==> src/sv/assert_macros.svh <==
// Assertion helpers for the RTL files; the register master includes them.
`ifndef ASSERT_MACROS_SVH
`define ASSERT_MACROS_SVH

`ifndef NO_ASSERTIONS

// Checked on every clock edge outside of reset.
`define ASSERT_CLKRST(lbl, clk, rstn, prop) \
    lbl: assert property (@(posedge clk) disable iff (!rstn) prop) \
        else $error("assertion failed");

// Checked on every clock edge, reset included.
`define ASSERT_CLK(lbl, clk, prop) \
    lbl: assert property (@(posedge clk) prop) \
        else $error("assertion failed");

`else

`define ASSERT_CLKRST(lbl, clk, rstn, prop)
`define ASSERT_CLK(lbl, clk, prop)

`endif

`endif

==> src/sv/bbtw_pkg.sv <==
package bbtw_pkg;

    localparam int unsigned StepW = 7;

    localparam logic [StepW-1:0] START_LEN = 7'd3;
    localparam logic [StepW-1:0] BYTE_LEN  = 7'd27;
    localparam logic [StepW-1:0] READ_LEN  = 7'd20;
    localparam logic [StepW-1:0] STOP_LEN  = 7'd3;

    localparam logic [StepW-1:0] WRITE_TOTAL = START_LEN + 7'd3 * BYTE_LEN + STOP_LEN;
    localparam logic [StepW-1:0] READ_TOTAL  =
        START_LEN + 7'd2 * BYTE_LEN + READ_LEN + STOP_LEN;

    localparam logic [StepW-1:0] ADDR_AT     = START_LEN;
    localparam logic [StepW-1:0] REG_AT      = START_LEN + BYTE_LEN;
    localparam logic [StepW-1:0] DATA_AT     = START_LEN + 7'd2 * BYTE_LEN;
    localparam logic [StepW-1:0] RD_STOP_AT  = DATA_AT + READ_LEN;
    localparam logic [StepW-1:0] WR_STOP_AT  = DATA_AT + BYTE_LEN;

    typedef struct packed {
        logic scl;
        logic sda;
        logic drive;
    } pins_t;

    typedef struct packed {
        logic       is_read;
        logic       reg_select;
        logic [7:0] data;
    } request_t;

endpackage

==> src/sv/bitbang_two_wire_register_master.sv <==
// Two-wire register master that advances its clock and data pins by one
// step for every input beat taken during a transfer.
// The input channel (s_valid/s_ready) carries one tick per beat: a start
// request with its read flag, register select and write byte, and the level
// sampled on the data pin. A start request is taken only while idle.
// The result channel (m_valid/m_ready) returns exactly one beat per input
// beat: the clock level, the data level and its drive enable, busy, done on
// the last step, and the receive shift register.
// The result beat is registered and appears in the cycle after its input
// beat is taken; a beat is accepted every cycle while the receiver keeps
// up. A write takes 87 beats and a read 80. When the receiver stalls, the
// result register holds and s_ready drops, so the pin sequence stops where
// it is until the result is taken. Reset (aresetn low at a clock edge)
// returns the block to idle with both pins driven high, clears the slave
// address and the receive register. The slave address is written through
// cfg_wr_en/cfg_wr_data; the user must do so while idle, as no logic checks.
module bitbang_two_wire_register_master
    import bbtw_pkg::*;
(
    input  logic       aclk,
    input  logic       aresetn,

    input  logic       cfg_wr_en,
    input  logic [6:0] cfg_wr_data,

    input  logic       s_valid,
    output logic       s_ready,
    input  logic       s_start_request,
    input  logic       s_is_read,
    input  logic       s_reg_select,
    input  logic [7:0] s_write_data,
    input  logic       s_sda_in,

    output logic       m_valid,
    input  logic       m_ready,
    output logic       m_scl,
    output logic       m_sda_out,
    output logic       m_sda_drive,
    output logic       m_busy_res,
    output logic       m_done_res,
    output logic [7:0] m_read_data
);

    logic [6:0]       slave_addr_reg;
    logic             active_reg;
    logic [StepW-1:0] step_count_reg;
    pins_t            pins_reg;
    request_t         req_reg;
    logic [7:0]       shift_reg;

    logic             m_valid_reg;
    pins_t            m_pins_reg;
    logic             m_busy_reg;
    logic             m_done_reg;
    logic [7:0]       m_read_data_reg;

    logic             accept;
    logic             start_new;
    logic             run;
    request_t         req_cur;
    logic [StepW-1:0] step_cur;
    logic [StepW-1:0] total;
    logic             last;
    pins_t            step_pins;
    logic [7:0]       shift_next;

    assign s_ready   = !m_valid_reg || m_ready;
    assign accept    = s_valid && s_ready;
    assign start_new = !active_reg && s_start_request;
    assign run       = active_reg || s_start_request;
    assign req_cur   = start_new ? request_t'{is_read: s_is_read, reg_select: s_reg_select,
                                              data: s_write_data} : req_reg;
    assign step_cur  = start_new ? '0 : step_count_reg;
    assign total     = req_cur.is_read ? READ_TOTAL : WRITE_TOTAL;
    assign last      = ({1'b0, step_cur} + 8'd1) >= {1'b0, total};

    bbtw_step u_step (
        .step          (step_cur),
        .req           (req_cur),
        .slave_address (slave_addr_reg),
        .hold_sda      (pins_reg.sda),
        .shift_in      (shift_reg),
        .sda_in        (s_sda_in),
        .pins          (step_pins),
        .shift_out     (shift_next)
    );

    always_ff @(posedge aclk) begin
        if (!aresetn) begin
            slave_addr_reg <= '0;
            active_reg     <= 1'b0;
            step_count_reg <= '0;
            pins_reg       <= '{scl: 1'b1, sda: 1'b1, drive: 1'b1};
            req_reg        <= '0;
            shift_reg      <= '0;
            m_valid_reg    <= 1'b0;
        end else begin
            if (cfg_wr_en) begin
                slave_addr_reg <= cfg_wr_data;
            end
            if (accept) begin
                m_valid_reg <= 1'b1;
                if (run) begin
                    req_reg        <= req_cur;
                    pins_reg       <= step_pins;
                    shift_reg      <= shift_next;
                    active_reg     <= !last;
                    step_count_reg <= last ? '0 : step_cur + 7'd1;
                end
            end else if (m_ready) begin
                m_valid_reg <= 1'b0;
            end
        end
    end

    always_ff @(posedge aclk) begin
        if (accept) begin
            m_pins_reg      <= run ? step_pins : pins_reg;
            m_busy_reg      <= run;
            m_done_reg      <= run && last;
            m_read_data_reg <= run ? shift_next : shift_reg;
        end
    end

    assign m_valid     = m_valid_reg;
    assign m_scl       = m_pins_reg.scl;
    assign m_sda_out   = m_pins_reg.sda;
    assign m_sda_drive = m_pins_reg.drive;
    assign m_busy_res  = m_busy_reg;
    assign m_done_res  = m_done_reg;
    assign m_read_data = m_read_data_reg;

`include "assert_macros.svh"

    `ASSERT_CLKRST(a_step_in_range, aclk, aresetn, step_count_reg < WRITE_TOTAL)
    `ASSERT_CLKRST(a_idle_step_zero, aclk, aresetn, !active_reg |-> step_count_reg == '0)
    `ASSERT_CLKRST(a_done_ends_run, aclk, aresetn, (accept && run && last) |=> !active_reg)
    `ASSERT_CLKRST(a_hold_when_stalled, aclk, aresetn, !accept |=> $stable(active_reg) && $stable(step_count_reg))
    `ASSERT_CLK(a_reset_idle, aclk, !aresetn |=> (!active_reg && !m_valid_reg))

endmodule

==> src/sv/bbtw_step.sv <==
module bbtw_step
    import bbtw_pkg::*;
(
    input  logic [StepW-1:0] step,
    input  request_t         req,
    input  logic [6:0]       slave_address,
    input  logic             hold_sda,
    input  logic [7:0]       shift_in,
    input  logic             sda_in,
    output pins_t            pins,
    output logic [7:0]       shift_out
);

    // One step of a sent byte: a clock-low step holding data, eight bits of
    // three steps each, then the released acknowledge slot.
    function automatic pins_t send_pins(input logic [7:0] b, input logic [4:0] k,
                                        input logic hold);
        pins_t      p;
        logic [4:0] km1;
        logic [2:0] bit_idx;
        logic [4:0] ph;
        km1     = k - 5'd1;
        bit_idx = '0;
        for (int j = 1; j < 8; j++) begin
            if (km1 >= 5'(3 * j)) begin
                bit_idx = 3'(j);
            end
        end
        ph = km1 - 5'(3 * bit_idx);
        if (k == 5'd0) begin
            p = '{scl: 1'b0, sda: hold, drive: 1'b1};
        end else if (k <= 5'd24) begin
            p = '{scl: (ph == 5'd1), sda: b[3'd7 - bit_idx], drive: 1'b1};
        end else if (k == 5'd25) begin
            p = '{scl: 1'b0, sda: hold, drive: 1'b0};
        end else begin
            p = '{scl: 1'b1, sda: hold, drive: 1'b0};
        end
        return p;
    endfunction

    function automatic pins_t stop_pins(input logic [StepW-1:0] t);
        pins_t p;
        if (t == '0) begin
            p = '{scl: 1'b0, sda: 1'b0, drive: 1'b1};
        end else if (t == 7'd1) begin
            p = '{scl: 1'b1, sda: 1'b0, drive: 1'b1};
        end else begin
            p = '{scl: 1'b1, sda: 1'b1, drive: 1'b1};
        end
        return p;
    endfunction

    logic [7:0]       addr_byte;
    logic [7:0]       reg_byte;
    logic [StepW-1:0] k_addr;
    logic [StepW-1:0] k_reg;
    logic [StepW-1:0] k_data;
    logic [StepW-1:0] t_rd_stop;
    logic [StepW-1:0] t_wr_stop;
    logic [4:0]       k_rd;

    assign addr_byte = {slave_address, req.is_read};
    assign reg_byte  = {7'd0, req.reg_select};
    assign k_addr    = step - ADDR_AT;
    assign k_reg     = step - REG_AT;
    assign k_data    = step - DATA_AT;
    assign t_rd_stop = step - RD_STOP_AT;
    assign t_wr_stop = step - WR_STOP_AT;
    assign k_rd      = k_data[4:0];

    always_comb begin
        shift_out = shift_in;
        pins      = '{scl: 1'b1, sda: 1'b1, drive: 1'b1};
        if (step < ADDR_AT) begin
            case (step[1:0])
                2'd0:    pins = '{scl: 1'b1, sda: 1'b1, drive: 1'b1};
                2'd1:    pins = '{scl: 1'b1, sda: 1'b0, drive: 1'b1};
                default: pins = '{scl: 1'b0, sda: 1'b0, drive: 1'b1};
            endcase
        end else if (step < REG_AT) begin
            pins = send_pins(addr_byte, k_addr[4:0], hold_sda);
        end else if (step < DATA_AT) begin
            pins = send_pins(reg_byte, k_reg[4:0], hold_sda);
        end else if (req.is_read) begin
            if (step < RD_STOP_AT) begin
                if (k_rd == 5'd0) begin
                    shift_out = '0;
                    pins      = '{scl: 1'b0, sda: hold_sda, drive: 1'b0};
                end else if (k_rd <= 5'd16) begin
                    if (k_rd[0]) begin
                        pins      = '{scl: 1'b1, sda: hold_sda, drive: 1'b0};
                        shift_out = {shift_in[6:0], sda_in};
                    end else begin
                        pins = '{scl: 1'b0, sda: hold_sda, drive: 1'b0};
                    end
                end else if (k_rd == 5'd18) begin
                    pins = '{scl: 1'b1, sda: 1'b1, drive: 1'b1};
                end else begin
                    pins = '{scl: 1'b0, sda: 1'b1, drive: 1'b1};
                end
            end else begin
                pins = stop_pins(t_rd_stop);
            end
        end else if (step < WR_STOP_AT) begin
            pins = send_pins(req.data, k_data[4:0], hold_sda);
        end else begin
            pins = stop_pins(t_wr_stop);
        end
    end

endmodule
==> config.mk <==
export PLATFORM = sky130hd
export DESIGN_NAME = bitbang_two_wire_register_master
export DESIGN_NICKNAME = d
export VERILOG_FILES = /design/src/sv/bbtw_pkg.sv /design/src/sv/bitbang_two_wire_register_master.sv /design/src/sv/bbtw_step.sv
export VERILOG_INCLUDE_DIRS = /design/src /design/src/sv
export SDC_FILE = /design/constraint.sdc
export NUM_CORES = 1
export LEC_CHECK = 0
export BUFFER_PORTS_ARGS = -buffer_cell sky130_fd_sc_hd__buf_2
export CORE_MARGIN = 2
export CORE_UTILIZATION = 55
export DETAILED_ROUTE_END_ITERATION = 12
export HOLD_SLACK_MARGIN = 0.1
export PLACE_DENSITY = 0.74
export SLEW_MARGIN = 30
export SYNTH_ARGS = -nofsm -noshare
export SYNTH_HDL_FRONTEND = slang
export SYNTH_SLANG_ARGS = --single-unit
==> constraint.sdc <==
create_clock -name aclk -period 13.1 [get_ports aclk]
set_input_delay 1.965 -clock aclk [delete_from_list [all_inputs] [get_ports aclk]]
set_output_delay 1.965 -clock aclk [all_outputs]
set_load 0.1 [all_outputs]
==> flow_results.xml <==
<?xml version="1.0" encoding="UTF-8"?>
<metrics>
  <group name="synthesis">
    <metric name="synth_simple_gate_area_share" unit="">0.258</metric>
    <metric name="synthesis.nets" unit="">725</metric>
    <metric name="post_synth_fa_ha_maj_area_fraction" unit="">0.107</metric>
    <metric name="postSynth.topFlopCell" unit="">sky130_fd_sc_hd__dfxtp_1</metric>
    <metric name="ys_async_sr_fraction" unit="">0</metric>
    <metric name="seq_area_frac_synth" unit="">0.217</metric>
    <metric name="synth_cells" unit="">660</metric>
    <metric name="synth_compound_gate_area_share" unit="">0.240</metric>
    <metric name="synth_area" unit="µm²">5200</metric>
    <metric name="yosys_warnings" unit="">0</metric>
    <metric name="fraction_of_synthesized_area_in_multiplexers" unit="">0.0589</metric>
    <metric name="synthDistinctLibCells" unit="">93</metric>
    <metric name="synth-edff-count" unit="">13</metric>
    <metric name="largest_family_of_logic_cells_by_synthesized_area" unit="">simple AND/OR/NAND/NOR gates</metric>
    <metric name="postSynthAreaPerCell" unit="µm²">7.89</metric>
    <metric name="synth_xor_area_frac" unit="">0.0562</metric>
    <metric name="yosys_register_bits" unit="">50</metric>
  </group>
  <group name="clocking">
    <metric name="numCtsBuffers" unit="">5</metric>
    <metric name="cts_sinks" unit="">50</metric>
    <metric name="cts_buffer_depth" unit="">2</metric>
    <metric name="cts_hold_repair.buffers" unit="">0</metric>
    <metric name="post-cts-setup-buffers" unit="">0</metric>
    <metric name="ctsRootBufferMaster" unit="">sky130_fd_sc_hd__clkbuf_8</metric>
    <metric name="clk_latency" unit="ns">0.31</metric>
    <metric name="cts_resizes" unit="">0</metric>
    <metric name="cts_tree" unit="">yes</metric>
    <metric name="worst_setup_hold_path_clk_slew" unit="ns">0.10</metric>
    <metric name="htreeDepth" unit="">2</metric>
  </group>
  <group name="routing">
    <metric name="ant_nets" unit="">0</metric>
    <metric name="wire_per_inst" unit="µm">19.0</metric>
    <metric name="via_per_inst" unit="">6.43</metric>
    <metric name="num_vias" unit="">5060</metric>
    <metric name="wirelength" unit="µm">14900</metric>
    <metric name="dr.pass1.iters" unit="">8</metric>
    <metric name="drt-initial-drc-count" unit="">377</metric>
    <metric name="drc" unit="">0</metric>
  </group>
  <group name="grt">
    <metric name="gr-usage-all-layers" unit="">0.294</metric>
    <metric name="grt_max_degree" unit="">42</metric>
    <metric name="number_of_global_route_vias_before_repair" unit="">4902</metric>
    <metric name="antenna_found_initial" unit="">0</metric>
    <metric name="grt_overflow_total" unit="">0</metric>
    <metric name="grt_pass1_wl" unit="µm">24200</metric>
  </group>
  <group name="run_status">
    <metric name="run_status" unit="">finished, final reports clean</metric>
  </group>
  <group name="sta">
    <metric name="fmaxAchievable" unit="GHz">0.123</metric>
    <metric name="final.min_clock_period" unit="ns">8.15</metric>
    <metric name="clock_skew" unit="ns">0.00780</metric>
    <metric name="slew_worst_pin" unit="ns">0.786</metric>
    <metric name="setup_viol" unit="">0</metric>
    <metric name="final_hold_viol_count" unit="">0</metric>
    <metric name="layout_worst_path_cycle_share" unit="">0.622</metric>
    <metric name="hold_ws" unit="ns">0.470</metric>
    <metric name="max_slew_margin" unit="">0.461</metric>
    <metric name="setup_total_negative_slack" unit="ns">0</metric>
    <metric name="drv_slew" unit="">0</metric>
    <metric name="grt_setup_unrepaired" unit="">false</metric>
    <metric name="finalWorstSetupSlack" unit="ns">4.95</metric>
  </group>
  <group name="setup_path">
    <metric name="worst_ep_arrival_time" unit="ns">8.19</metric>
    <metric name="crit_path_start_kind" unit="">input pin</metric>
    <metric name="critical_path.max_fanout" unit="">38</metric>
    <metric name="worst_ep_required_time" unit="ns">13.14</metric>
    <metric name="cp-end-kind" unit="">register</metric>
    <metric name="reg2reg_setup_slack" unit="ns">6.27</metric>
    <metric name="worst-setup-path-type" unit="">in2reg</metric>
  </group>
  <group name="final_layout">
    <metric name="final-instance-count-excl-fill" unit="">787</metric>
    <metric name="drive_gt1_frac" unit="">0.126</metric>
    <metric name="area.growth.synth_to_final" unit="%">5.26</metric>
    <metric name="fillerInstances" unit="">864</metric>
    <metric name="antenna_cells_inserted" unit="">0</metric>
    <metric name="layout.nets" unit="">740</metric>
    <metric name="largest_register_ff_count" unit="">10</metric>
  </group>
  <group name="min_path">
    <metric name="min-delay-path-class" unit="">reg2reg</metric>
  </group>
  <group name="place">
    <metric name="preCtsSetupSlack" unit="ns">4.77</metric>
    <metric name="place_hpwl" unit="µm">11200</metric>
    <metric name="gpl.final_weighted_congestion" unit="">0.934</metric>
    <metric name="portBuffers" unit="">38</metric>
    <metric name="dp_cells" unit="">779</metric>
  </group>
  <group name="floorplanning">
    <metric name="io_pins" unit="">39</metric>
    <metric name="initial_utilization" unit="">0.566</metric>
    <metric name="die_width" unit="µm">101</metric>
    <metric name="total_number_of_placement_rows" unit="">35</metric>
    <metric name="fp.coreArea" unit="µm²">9200</metric>
    <metric name="die-height" unit="µm">101</metric>
    <metric name="dieArea" unit="µm²">10300</metric>
  </group>
  <group name="power">
    <metric name="ir_drop" unit="V">0.0000735</metric>
    <metric name="leakage" unit="nW">2.13</metric>
    <metric name="power_per_cell_area" unit="nW/µm²">73.9</metric>
  </group>
  <group name="job">
    <metric name="cap_viol_max_count" unit="">0</metric>
  </group>
</metrics>
-- per-layer routing --
layer  wire, µm  part of all wire  vias to the layer above  GRT usage
li1           -                 -                     2407          -
met1       6500              0.43                     2425      0.390
met2       7090              0.47                      192      0.497
met3        939             0.063                       36     0.0359
met4        416             0.028                        0     0.0988
met5          0                 0                        -          0
-- cells in the mapped netlist, types with 5 or more instances --
cell	instances	area share
sky130_fd_sc_hd__nand2_1	76	0.055
sky130_fd_sc_hd__nor2_1	49	0.035
sky130_fd_sc_hd__a21oi_1	37	0.036
sky130_fd_sc_hd__dfxtp_1	37	0.14
sky130_fd_sc_hd__ha_1	35	0.084
sky130_fd_sc_hd__inv_1	34	0.025
sky130_fd_sc_hd__nor2b_1	28	0.034
sky130_fd_sc_hd__mux2i_1	27	0.052
sky130_fd_sc_hd__nor3_1	26	0.025
sky130_fd_sc_hd__o21ai_0	22	0.021
sky130_fd_sc_hd__xnor2_1	20	0.034
sky130_fd_sc_hd__nand3_1	16	0.015
sky130_fd_sc_hd__clkbuf_1	15	0.011
sky130_fd_sc_hd__a21boi_0	14	0.020
sky130_fd_sc_hd__a22oi_1	13	0.019
sky130_fd_sc_hd__edfxtp_1	13	0.075
sky130_fd_sc_hd__nand2b_1	12	0.014
sky130_fd_sc_hd__o22ai_1	11	0.013
sky130_fd_sc_hd__and2_1	9	0.011
sky130_fd_sc_hd__buf_2	9	0.0087
sky130_fd_sc_hd__xor2_1	9	0.015
sky130_fd_sc_hd__a31oi_1	8	0.0096
sky130_fd_sc_hd__a211oi_1	7	0.010
sky130_fd_sc_hd__a22o_1	6	0.010
sky130_fd_sc_hd__fa_1	6	0.023
sky130_fd_sc_hd__nand4_1	6	0.0072
sky130_fd_sc_hd__nor4_1	6	0.0072
sky130_fd_sc_hd__a21o_1	5	0.0072
sky130_fd_sc_hd__o21a_1	5	0.0072
-- cells in the final DEF (no fill, tap or decap), types with 5 or more instances in the layout --
cell type	count
sky130_fd_sc_hd__o21ai_0	22
sky130_fd_sc_hd__a31oi_1	8
sky130_fd_sc_hd__dfxtp_1	37
sky130_fd_sc_hd__a21boi_0	14
sky130_fd_sc_hd__xor2_1	9
sky130_fd_sc_hd__edfxtp_1	13
sky130_fd_sc_hd__buf_4	5
sky130_fd_sc_hd__nand3_1	16
sky130_fd_sc_hd__nor4_1	6
sky130_fd_sc_hd__a22o_1	6
sky130_fd_sc_hd__nand2b_1	12
sky130_fd_sc_hd__o22ai_1	11
sky130_fd_sc_hd__a211oi_1	7
sky130_fd_sc_hd__nand4_1	6
sky130_fd_sc_hd__fa_1	6
sky130_fd_sc_hd__nand2_1	76
sky130_fd_sc_hd__a21o_1	5
sky130_fd_sc_hd__inv_1	34
sky130_fd_sc_hd__nor3_1	26
sky130_fd_sc_hd__nor2b_1	28
sky130_fd_sc_hd__a21oi_1	37
sky130_fd_sc_hd__buf_2	38
sky130_fd_sc_hd__mux2i_1	27
sky130_fd_sc_hd__nor2_1	49
sky130_fd_sc_hd__and2_1	9
sky130_fd_sc_hd__a22oi_1	13
sky130_fd_sc_hd__xnor2_1	20
sky130_fd_sc_hd__o21a_1	5
sky130_fd_sc_hd__ha_1	35
sky130_fd_sc_hd__clkbuf_8	5
-- critical path, cell delays in order --
cell	delay, ns
sky130_fd_sc_hd__buf_2	0.13
sky130_fd_sc_hd__nor2b_4	0.12
sky130_fd_sc_hd__buf_4	0.27
sky130_fd_sc_hd__nor2_1	0.61
sky130_fd_sc_hd__inv_1	0.45
sky130_fd_sc_hd__ha_1	0.47
sky130_fd_sc_hd__xor2_1	0.25
sky130_fd_sc_hd__xnor2_1	0.34
sky130_fd_sc_hd__inv_1	0.21
sky130_fd_sc_hd__o41a_1	0.40
sky130_fd_sc_hd__a31oi_1	0.41
sky130_fd_sc_hd__a21oi_1	0.19
sky130_fd_sc_hd__a21boi_0	0.21
sky130_fd_sc_hd__ha_1	0.37
sky130_fd_sc_hd__fa_1	0.42
sky130_fd_sc_hd__nor2b_1	0.15
sky130_fd_sc_hd__o21a_1	0.12
sky130_fd_sc_hd__nor2_1	0.04
sky130_fd_sc_hd__xnor2_1	0.14
sky130_fd_sc_hd__xnor3_1	0.22
sky130_fd_sc_hd__a31oi_1	0.18
sky130_fd_sc_hd__a211oi_1	0.08
sky130_fd_sc_hd__o31ai_1	0.30
sky130_fd_sc_hd__o21ai_0	0.11
-- logic make-up after synthesis --
family | count (synthesis)
flops | 50
mux | 30
buf+inv | 73
compound gates | 175
fa+ha+maj | 41
simple gates | 260
xor+xnor | 31
-- cell type report --
| class | count | area (µm²) | share of cell area |
|---|---|---|---|
| repair buffers | 43 | 228 | 0.0416 |
| multi-input cells | 537 | 3750 | 0.684 |
| flip-flops and latches | 50 | 1130 | 0.206 |
| clock buffers | 5 | 68.8 | 0.0126 |
| clock inverters | 3 | 20.0 | 0.00365 |
| inverters | 38 | 145 | 0.0265 |
| well taps | 111 | 139 | 0.0253 |
-- per-stage QoR --
stage,util,power [W],cell area [µm²]
final,0.596,0.000405,5480
after global routing,0.596,0.000425,5480
after CTS,0.596,0.000405,5480
after detailed placement,0.586,0.000311,5390
after global placement,0.586,0.000309,5390
after floorplan,-,0.000282,5200
-- final timing paths --
| kind | startpoint | end | depth (start not counted) |
|---|---|---|---|
| worst max-delay path | s_start_request | m_scl | 24 |
| worst min-delay path | req_reg[3] | req_reg[3] | 2 |
| worst max register to register | step_count_reg[0] | m_scl | 22 |
| worst min register to register | req_reg[3] | req_reg[3] | 2 |
-- report_power, final --
part	internal [W]	switching, W
clock	0.0000378	0.0000580
sequential	0.000164	0.00000452
combinational	0.0000511	0.0000889
total	0.000253	0.000151
No activity file was read; power rests on OpenSTA's default activity.
